[src/rtl/core/text_terminal_cursor_scroll_core_assert.svh]
// assertion macros for the text terminal core
// used by the modules that carry concurrent checks; no other dependencies
`ifndef TEXT_TERMINAL_CURSOR_SCROLL_CORE_ASSERT_SVH
`define TEXT_TERMINAL_CURSOR_SCROLL_CORE_ASSERT_SVH

// same-cycle implication
`define TTCS_ASSERT_IMP(lbl, ck, rn, ante, cons) \
  lbl: assert property (@(posedge ck) disable iff (!rn) (ante) |-> (cons)) \
    else $error("%m: same-cycle check failed");

// next-cycle implication
`define TTCS_ASSERT_NXT(lbl, ck, rn, ante, cons) \
  lbl: assert property (@(posedge ck) disable iff (!rn) (ante) |=> (cons)) \
    else $error("%m: next-cycle check failed");

`endif

[src/rtl/core/ttcs_pkg.sv]
// shared types, codes and constants of the text terminal core
// no dependencies
`default_nettype none

package ttcs_pkg;

  localparam int DEF_COLUMNS = 80;
  localparam int DEF_ROWS    = 25;

  localparam int OP_W        = 2;
  localparam int CHAR_W      = 8;
  localparam int COLOR_W     = 4;
  localparam int ROW_FIELD_W = 5;
  localparam int COL_FIELD_W = 7;

  localparam logic [OP_W-1:0] OP_PUT   = 2'd0;
  localparam logic [OP_W-1:0] OP_READ  = 2'd1;
  localparam logic [OP_W-1:0] OP_CLEAR = 2'd2;

  localparam logic [CHAR_W-1:0]  NEWLINE_CHAR = 8'd10;
  localparam logic [CHAR_W-1:0]  SPACE_CHAR   = 8'd32;
  localparam logic [COLOR_W-1:0] COLOR_CYAN   = 4'd3;

  typedef struct packed {
    logic [OP_W-1:0]        operation;
    logic [CHAR_W-1:0]      character;
    logic [COLOR_W-1:0]     color;
    logic [ROW_FIELD_W-1:0] read_row;
    logic [COL_FIELD_W-1:0] read_column;
  } in_item_t;

  typedef struct packed {
    logic [CHAR_W-1:0]      cell_character;
    logic [COLOR_W-1:0]     cell_color;
    logic [ROW_FIELD_W-1:0] cursor_row;
    logic [COL_FIELD_W-1:0] cursor_column;
    logic                   scrolled;
  } out_item_t;

  typedef struct packed {
    logic [COLOR_W-1:0] color;
    logic [CHAR_W-1:0]  character;
  } cell_t;

  localparam cell_t BLANK_CELL = '{color: COLOR_CYAN, character: SPACE_CHAR};

  typedef struct packed {
    logic load;
    logic exec;
    logic wr_cur;
    logic fill_start;
    logic scroll_start;
    logic clear_start;
    logic sweep_wr;
    logic rd_en;
    logic out_load;
  } dp_cmd_t;

  typedef struct packed {
    logic [OP_W-1:0] operation;
    logic            newline;
    logic            wrap_scroll;
    logic            scroll_pending;
    logic            sweep_done;
  } dp_sts_t;

endpackage

`default_nettype wire

[src/rtl/core/ttcs_ctrl.sv]
// control state machine of the text terminal core
// depends on ttcs_pkg and the assertion macro header
`default_nettype none
`include "text_terminal_cursor_scroll_core_assert.svh"

module ttcs_ctrl (
  input  wire logic              clk,
  input  wire logic              rst_n,
  input  wire logic              in_valid,
  output logic                   in_ready,
  output logic                   out_valid,
  input  wire logic              out_ready,
  output ttcs_pkg::dp_cmd_t      cmd,
  input  wire ttcs_pkg::dp_sts_t sts
);
  import ttcs_pkg::*;

  typedef enum logic [5:0] {
    S_INIT  = 6'b000001,
    S_IDLE  = 6'b000010,
    S_EXEC  = 6'b000100,
    S_FILL  = 6'b001000,
    S_SWEEP = 6'b010000,
    S_DONE  = 6'b100000
  } state_t;

  state_t state_r, state_nxt;
  logic   out_valid_r, out_valid_nxt;
  logic   slot_free;

  assign slot_free = !out_valid_r || out_ready;
  assign in_ready  = (state_r == S_IDLE);
  assign out_valid = out_valid_r;

  always_comb begin
    cmd       = '0;
    state_nxt = state_r;
    case (state_r)
      S_INIT: begin
        cmd.sweep_wr = 1'b1;
        if (sts.sweep_done) begin
          state_nxt = S_IDLE;
        end
      end
      S_IDLE: begin
        if (in_valid) begin
          cmd.load  = 1'b1;
          state_nxt = S_EXEC;
        end
      end
      S_EXEC: begin
        cmd.exec = 1'b1;
        case (sts.operation)
          OP_PUT: begin
            if (sts.newline) begin
              cmd.fill_start = 1'b1;
              state_nxt      = S_FILL;
            end else begin
              cmd.wr_cur = 1'b1;
              if (sts.wrap_scroll) begin
                cmd.scroll_start = 1'b1;
                state_nxt        = S_SWEEP;
              end else if (slot_free) begin
                cmd.out_load = 1'b1;
                state_nxt    = S_IDLE;
              end else begin
                state_nxt = S_DONE;
              end
            end
          end
          OP_READ: begin
            cmd.rd_en = 1'b1;
            state_nxt = S_DONE;
          end
          OP_CLEAR: begin
            cmd.clear_start = 1'b1;
            state_nxt       = S_SWEEP;
          end
          default: begin
            if (slot_free) begin
              cmd.out_load = 1'b1;
              state_nxt    = S_IDLE;
            end else begin
              state_nxt = S_DONE;
            end
          end
        endcase
      end
      S_FILL: begin
        cmd.sweep_wr = 1'b1;
        if (sts.sweep_done) begin
          if (sts.scroll_pending) begin
            cmd.scroll_start = 1'b1;
            state_nxt        = S_SWEEP;
          end else begin
            state_nxt = S_DONE;
          end
        end
      end
      S_SWEEP: begin
        cmd.sweep_wr = 1'b1;
        if (sts.sweep_done) begin
          state_nxt = S_DONE;
        end
      end
      S_DONE: begin
        if (slot_free) begin
          cmd.out_load = 1'b1;
          state_nxt    = S_IDLE;
        end
      end
      default: begin
        state_nxt = S_IDLE;
      end
    endcase
  end

  always_comb begin
    out_valid_nxt = out_valid_r;
    if (out_valid_r && out_ready) begin
      out_valid_nxt = 1'b0;
    end
    if (cmd.out_load) begin
      out_valid_nxt = 1'b1;
    end
  end

  always_ff @(posedge clk) begin
    if (!rst_n) begin
      state_r     <= S_INIT;
      out_valid_r <= 1'b0;
    end else begin
      state_r     <= state_nxt;
      out_valid_r <= out_valid_nxt;
    end
  end

  `TTCS_ASSERT_NXT(a_accept_exec, clk, rst_n, in_valid && in_ready, state_r == S_EXEC)
  `TTCS_ASSERT_IMP(a_no_overwrite, clk, rst_n, cmd.out_load, !out_valid_r || out_ready)
  `TTCS_ASSERT_NXT(a_sweep_hold, clk, rst_n, (state_r == S_SWEEP) && !sts.sweep_done,
                   state_r == S_SWEEP)

endmodule

`default_nettype wire

[config.mk]
export PLATFORM = sky130hd
export DESIGN_NAME = ttcs_ctrl
export DESIGN_NICKNAME = d
export VERILOG_FILES = /design/src/rtl/core/ttcs_pkg.sv /design/src/rtl/core/ttcs_ctrl.sv
export VERILOG_INCLUDE_DIRS = /design/src /design/src/rtl/core
export SDC_FILE = /design/constraint.sdc
export NUM_CORES = 1
export LEC_CHECK = 0
export ABC_CLOCK_PERIOD_IN_PS = 1900
export BUFFER_PORTS_ARGS = -buffer_cell sky130_fd_sc_hd__buf_4
export CAP_MARGIN = 10
export CORE_MARGIN = 5
export CORE_UTILIZATION = 47
export CTS_CLUSTER_SIZE = 25
export DETAILED_ROUTE_END_ITERATION = 8
export PLACE_DENSITY_LB_ADDON = 0.12
export SKIP_CTS_REPAIR_TIMING = 1
export SLEW_MARGIN = 20
export SYNTH_ARGS = -nofsm -noshare
export SYNTH_HDL_FRONTEND = slang
export SYNTH_SLANG_ARGS = --single-unit
[constraint.sdc]
create_clock -name clk -period 1.9 [get_ports clk]
set_clock_uncertainty 0.2 [all_clocks]
set_input_delay 0 -clock clk [delete_from_list [all_inputs] [get_ports clk]]
set_output_delay 0 -clock clk [all_outputs]
set_load 0.02 [all_outputs]
=== Yosys cells after proc, flatten, opt, wreduce, memory -nomap -nowiden ===
Cells that the tools add are included.

* Equality and inequality tests: 13
* Multiplexer cells: 34
* Reductions and logical operators: 8

{| class="wikitable"
|+ Operators by type and width
! operator !! number
|-
| $mux 6 || 9
|-
| $pmux 6 s6 || 1
|-
| $mux 1 || 18
|-
| $pmux 6 s3 || 1
|-
| $ne 2x2->1 const B || 5
|-
| $eq 6x1->1 const B || 1
|-
| $eq 6x2->1 const B || 1
|-
| $eq 6x3->1 const B || 1
|-
| $eq 6x4->1 const B || 1
|-
| $eq 6x5->1 const B || 1
|-
| $eq 6x6->1 const B || 1
|-
| $mux 3 || 2
|-
| $pmux 1 s2 || 3
|-
| $reduce_and 5->1 || 1
|-
| $reduce_or 3->1 || 1
|-
| $eq 2x1->1 const B || 1
|-
| $eq 2x2->1 const B || 1
|-
| $logic_not 2->1 || 1
|-
| $reduce_bool 2->1 || 1
|-
| $reduce_or 2->1 || 1
|-
| $logic_and 1x1->1 || 1
|-
| $logic_not 1->1 || 1
|-
| $logic_or 1x1->1 || 1
|}

* Register bits after elaboration: 7
* Input port bits: 10
* Output and inout port bits: 11
* Logic and storage cells: 57

=== Depth between registers and ports, before layout ===
Gate-level depths: netlist (run 1).

* Depth after elaboration: 8
* Mapped depth: 7
* Depth with buffers taken out: 5

=== Worst setup path after synthesis (run 1) ===
No wires, ideal clock.

* Kind: flip-flop to output port
* Start: reg state_r[4]
* End: out cmd[4] in the netlist's numbering
* Arrival time: 1.663 ns
* Data required time: 1.700 ns
* Setup slack: 0.037 ns
* Stages on the path, launching flop included: 7
* Path buffers: 1
* Cells stage by stage: dfxtp_1 > buf_6 > nor4_4 > nand3b_2 > nor4_2 > nand2_1 > o31ai_1

{| class="wikitable"
|+ RTL lines
! item !! RTL line !! source
|-
| start: declaration || ttcs_ctrl.sv:27 || <nowiki>state_t state_r, state_nxt;</nowiki>
|-
| start signal: assignment || ttcs_ctrl.sv:133 || <nowiki>state_r <= state_nxt;</nowiki>
|-
| end: declaration || ttcs_ctrl.sv:13 || <nowiki>output ttcs_pkg::dp_cmd_t cmd,</nowiki>
|}

==> impl_results.md, run 1 <==
- Gpl congestion: 0.859
- Critical path class: flip-flop to primary output
- Synth Net Count: 87
- Clk root buf: clkbuf_4
- Required time of the worst setup path: 1.70 ns
- Simple-gate share of the synthesized area: 0.378
- Slew Limit Headroom: 0.667
- Clk sinks: 7
- Routed via count: 682
- CP Capture Type: primary output
- CP top delay family: simple AND/OR/NAND/NOR gates
- Slowest stage cell on the critical path: dfxtp_4
- Layout area overhead: 54.4%
- Hold path depth: 3
- Crit path top cell by count: nor4_4
- Ys Warns: 0
- Slowest stage delay, CP: 0.36 ns
- Seq/Total Area, Yosys: 0.229
- Compound-gate portion of the synthesized area: 0.258
- Worst r2r src: state_r[5]$_SDFFE_PN0P_
- Pre-CTS WS: 0.0715 ns
- Slew Limit Fails: 0
- Drt initial violations: 11
- Hold Path Class: primary input to flip-flop
- Worst Reg2Reg Path Length in Cells: 6
- Ys async rst share: 0
- Buf/Inv on CP: 1
- Via density: 5.46
- Most frequent cells in the layout: 28 x buf_4, 8 x nor2_1, 6 x a21oi_1
- Synth Flop Type: dfxtp_1
- Fin nets: 121
- CP Cell Sequence: nor4_4 -> nand3b_4 -> nor4_4 -> nand2_1 -> o31ai_2 -> buf_4
- Final WS setup: 0.0113 ns
- Max VDD drop: 0.000385 V
- Drt wl/cell: 13.4 um
- Slew @ Worst Pin: 0.495 ns
- Core area: 1270 um^2
- CTS tree: done
- Clock latency on the worst-skew pair: 0.25 ns
- Adder-cell share of the synthesized area: 0
- Status: complete, no violations
- Core Rows: 13
- XOR/XNOR Fraction of Synth Area: 0.0286
- DP Cell Count: 110
- Post-synthesis mux area share: 0.0164
- Reg2reg end: state_r[4]$_SDFFE_PN0P_
- Post-DP HPWL: 1240 um
- Worst Path Arrival: 1.69 ns
- Largest net degree at the start of global routing: 11
- Leakage: 0.409 nW
- Final period util: 0.994
- First-pass GRT wire length: 2500 um
- Antenna viol nets, final: 0
- Power Density: 444 nW/um^2
- Synth Cell Area: 612 um^2
- Post-synth EDFFs: 0
- Cell Count, Final, Fillers Out: 125
- Remaining DRCs: 0
- Hold_sp: out_ready
- Die outline height: 46.1 um
- All-Layer GR Usage: 0.168
- Worst Hold End: out_valid$_SDFFE_PN0P_
- Tmin final: 1.89 ns
- Die Area: 2120 um^2
- Drt total wl: 1670 um
- CTS Buf Count: 3
- GRT overflow: 0
- H-tree Lvls: 1
- Unrepaired setup endpoints after global routing: yes
- Initial antenna violation count: 0
- I/O Pins: 21
- Layout cells sized above 1: 0.436
- DR pass1 iterations: 4
- R2R Setup Slk: 0.04 ns
- Vias in the first global route: 555
- Initial Util: 0.482
- Crit Path Max Fanout: 5
- N_diodes: 0
- Yosys cell types: 35
- Clock Pin Slew Worst Setup and Hold Paths: 0.05 ns
- Maxcap violations: 0
- Synth Register Bits: 7
- IO Port Bufs: 20
- Commonest non-fill, non-tap cell in the layout: buf_4
- Syn Inst Count: 77
- Synthesized area per cell: 7.95 um^2
- Crit path launch type: flip-flop
- Combinational family with the most area after synthesis: simple AND/OR/NAND/NOR gates
- Max Clock Freq: 0.529 GHz
- Critical Path Start: state_r[5]$_SDFFE_PN0P_
- Longest Clk Path Bufs: 2
- Endpoints failing setup: 0
- Final Hold Fails: 0
- Die Width: 46.1 um
-- per-layer routing --
metal | vias up | global-route usage | routed length [um]
met4 | 0 | 0.0852 | 14
met2 | 21 | 0.277 | 861
li1 | 344 | - | -
met1 | 315 | 0.208 | 697
met3 | 2 | 0.0234 | 98
met5 | - | 0 | 0
-- flip-flops by register name (all words and copies together) (netlist names) --
signal	count
state_r	6
out_valid	1
-- cells by family (layout without fill, tap and decap cells) --
kind of cell	count (synthesis)	count (layout)
xor gates and xnor gates	2	2
DFF	7	7
buffers and inverters	11	44
muxes	1	1
AOI/OAI and AO/OA	20	20
and+or+nand+nor	36	36
-- worst max path at each step --
stage                         endpoint  slack, ns  cells past startpoint
2_1_floorplan                   cmd[4]       0.04                      6
3_3_place_gp   state_r[4]$_SDFFE_PN0P_       0.10                      5
3_5_place_dp   state_r[4]$_SDFFE_PN0P_       0.07                      5
4_1_cts                         cmd[4]      -0.12                      6
5_1_grt                         cmd[4]      -0.12                      6
6_report                        cmd[4]       0.01                      6
-- synthesized netlist by cell type (2+ instances only) --
library cell  number  area share
inv_1              6       0.037
and2_1             2       0.020
o21ai_0            3       0.025
o31ai_1            2       0.025
dfxtp_1            7        0.23
buf_2              2       0.016
nand3_1            2       0.016
a21oi_1            6       0.049
nor4_1             2       0.020
nand3b_2           2       0.037
nor4_2             2       0.041
nor3b_1            3       0.037
nor3_1             3       0.025
nand2_1            4       0.025
nor2_1             9       0.055
nand2b_1           2       0.020
o21a_1             2       0.025
-- where the power goes --
part / switching [mW] / internal (mW)
Clock: 0.0516 / 0.0799
Combinational: 0.0646 / 0.0647
Sequential: 0.00776 / 0.151
Total: 0.124 / 0.295
-- final cells by class --
| class | count | area, um^2 |
|---|---|---|
| Sequential cell | 7 | 150 |
| Fill cell | 111 | 324 |
| Multi-Input combinational cell | 59 | 455 |
| Tap cell | 15 | 18.8 |
| Clock buffer | 4 | 26.3 |
| Timing Repair Buffer | 34 | 272 |
| Inverter | 6 | 22.5 |
-- worst min-delay path, cell delays in order --
cell and delay (ns):
buf_4 0.08, nand2b_1 0.21, a31oi_1 0.11
-- stage by stage --
stage / setup TNS (ns) / power [mW] / utilization / hold slack (ns) / instance area, um^2
finish: 0 / 0.419 / 0.745 / 0.00117 / 945
detailed placement: 0 / 0.270 / 0.607 / 0.00246 / 771
CTS: -0.271 / 0.406 / 0.628 / -0.266 / 797
floorplan: 0 / 0.226 / - / -0.144 / 612
global route: -0.419 / 0.448 / 0.745 / 0.0331 / 945
global placement: 0 / 0.269 / 0.607 / 0.00148 / 771
No activity file was read; power rests on OpenSTA's default activity.
==> run 2, diff against run 1 <==
ABC_AREA = 1   (was unset)
CORE_AREA = 5 5 42 44   (was unset)
CORE_MARGIN = unset   (was 5)
CORE_UTILIZATION = unset   (was 47)
DIE_AREA = 0 0 47 49   (was unset)
RECOVER_POWER = 50   (was unset)
==> run 2 against run 1 <==
  * The flow now finishes with violations (hold timing)
  * Count of clock-buffer cells in the layout is the same
  * Sequential share of layout area grew 1.3 points
  * Cell count grew 15%
  * Worst setup slack gained 0.20 ns
  * Die area grew 8.5%
  * Critical endpoint is now cmd[0]
==> impl_results.md, run 2 <==
- Required time of the worst setup path: 1.70 ns
- Vias in the first global route: 602
- Largest reg by FF count: state_r
- Top cells by count, synth: 22 x nor2_1, 18 x inv_1, 15 x nand2_1, 7 x dfxtp_1, 6 x nand3_1
- Cell Count, Final, Fillers Out: 144
- GRT overflow: 0
- Slew Limit Headroom: 0.804
- All-Layer GR Usage: 0.146
- TNS Setup: 0 ns
- DR pass1 iterations: 4
- Clk root buf: clkbuf_4
- Final WS setup: 0.213 ns
- Via density: 4.67
- I/O Pins: 21
- Final Total Pwr: 0.464 mW
- Slew Limit Fails: 0
- Initial antenna violation count: 0
- Unrepaired setup endpoints after global routing: no
- Max reg flops: 6
- Synth Net Count: 110
- Commonest non-fill, non-tap cell in the layout: nor2_1
- Worst r2r src: state_r[3]$_SDFFE_PN0P_
- Seq/Total Area, Yosys: 0.232
- Initial Util: 0.430
- Die outline height: 49 um
- Synth Cell Area: 603 um^2
- Die Width: 47 um
- Maxcap violations: 0
- Worst Hold End: state_r[4]$_SDFFE_PN0P_
- Clock latency on the worst-skew pair: 0.24 ns
- Antenna viol nets, final: 0
- Worst Path Arrival: 1.49 ns
- Drt total wl: 1530 um
- Clk sinks: 7
- Reg2reg end: state_r[3]$_SDFFE_PN0P_
- Pre-CTS WS: 0.393 ns
- Crit path launch type: primary input
- Drt wl/cell: 10.6 um
- Slew @ Worst Pin: 0.292 ns
- Synth Flop Type: dfxtp_1
- IO Port Bufs: 20
- Tmin final: 1.69 ns
- First-pass GRT wire length: 2530 um
- Routed via count: 672
- Yosys top cell area share: 0.232
- Final Cell Area: 815 um^2
- Endpoints failing setup: 0
- Fin Hold WS: -0.0166 ns
- Post-DP HPWL: 1290 um
- Leakage: 0.430 nW
- Final Hold Fails: 1
- CP Capture Type: primary output
- Fin nets: 139
- DP Cell Count: 135
- Post-synth top area cell: dfxtp_1
- Hold path depth: 5
- Power Density: 570 nW/um^2
- Longest Clk Path Bufs: 2
- Layout cells sized above 1: 0.258
- Synthesized area per cell: 6.03 um^2
- Most frequent cells in the layout: 23 x nor2_1, 18 x inv_1, 16 x buf_4
- Ys async rst share: 0
- Final period util: 0.888
- Area contributors post-synth: dfxtp_1 23%, nor2_1 14%, inv_1 11%
- Die Area: 2300 um^2
- Hold Path Class: primary input to flip-flop
- Gpl congestion: 0.816
- Core area: 1400 um^2
- Critical Path Start: out_ready
- Crit Path Max Fanout: 3
- CTS Buf Count: 3
- Most frequent cell after synthesis: nor2_1
- R2R Setup Slk: 0.28 ns
- Ys Warns: 0
- Critical path class: primary input to primary output
- Clock Pin Slew Worst Setup and Hold Paths: 0.05 ns
- Max VDD drop: 0.000367 V
- Remaining DRCs: 0
- Layout area overhead: 35.1%
- Drt initial violations: 5
- N_diodes: 0
- Placed instance area: 766 um^2
- CTS tree: done
- Largest net degree at the start of global routing: 8
- Synth Register Bits: 7
- Fillcell total: 156
- Core Rows: 14
- Post-layout util: 0.581
- Syn Inst Count: 100
- Hold_sp: sts[1]
- H-tree Lvls: 1
- Worst Reg2Reg Path Length in Cells: 8
- Status: finished with violations
- Post-synth EDFFs: 0
- Max Clock Freq: 0.593 GHz
- Yosys cell types: 20
- Failing checks: hold timing
run 2: worst max-delay path: stages:
cell and delay [ns]:
dlygate4sd3_1 0.54, buf_4 0.14, nor2_1 0.23, nor2_1 0.10
o21ai_1 0.22, o21ai_2 0.10, buf_4 0.16
run 2: report_power, final:
part	internal, mW	total, mW	switching, mW
sequential	0.160	0.174	0.0142
clock	0.0797	0.128	0.0486
combinational	0.0652	0.162	0.0968
run 2: per-layer routing:
layer  up-vias  routed length [um]  global-route usage
met5         -                   0                   0
met4         0                  38              0.0829
met3         4                  97              0.0185
met2        19                 709               0.233
met1       282                 684               0.179
li1        367                   -                   -
run 2: final cells by class:
class / instances / area, um^2 / area share
multi-input combinational: 72 / 368 / 0.452
inverter: 20 / 75.1 / 0.0922
timing repair buffer: 25 / 185 / 0.227
clock buffer: 4 / 26.3 / 0.0323
tap: 16 / 20.0 / 0.0246
sequential: 7 / 140 / 0.172
run 2: kinds of logic (layout without fill, tap and decap cells):
| family | count (synthesis) | after routing | share of synthesized area |
|---|---|---|---|
| buffers and inverters | 21 | 49 | 0.137 |
| and+or+nand+nor | 63 | 63 | 0.541 |
| AOI/OAI and AO/OA | 9 | 9 | 0.0892 |
| DFF | 7 | 7 | 0.232 |
run 2: worst max path at each step:
stage / to / slack (ns)
after floorplan: out_valid$_SDFFE_PN0P_ / 0.44
after global placement: out_valid$_SDFFE_PN0P_ / 0.40
after detailed placement: out_valid$_SDFFE_PN0P_ / 0.39
after CTS: cmd[0] / 0.24
after global routing: cmd[0] / 0.11
final: cmd[0] / 0.21
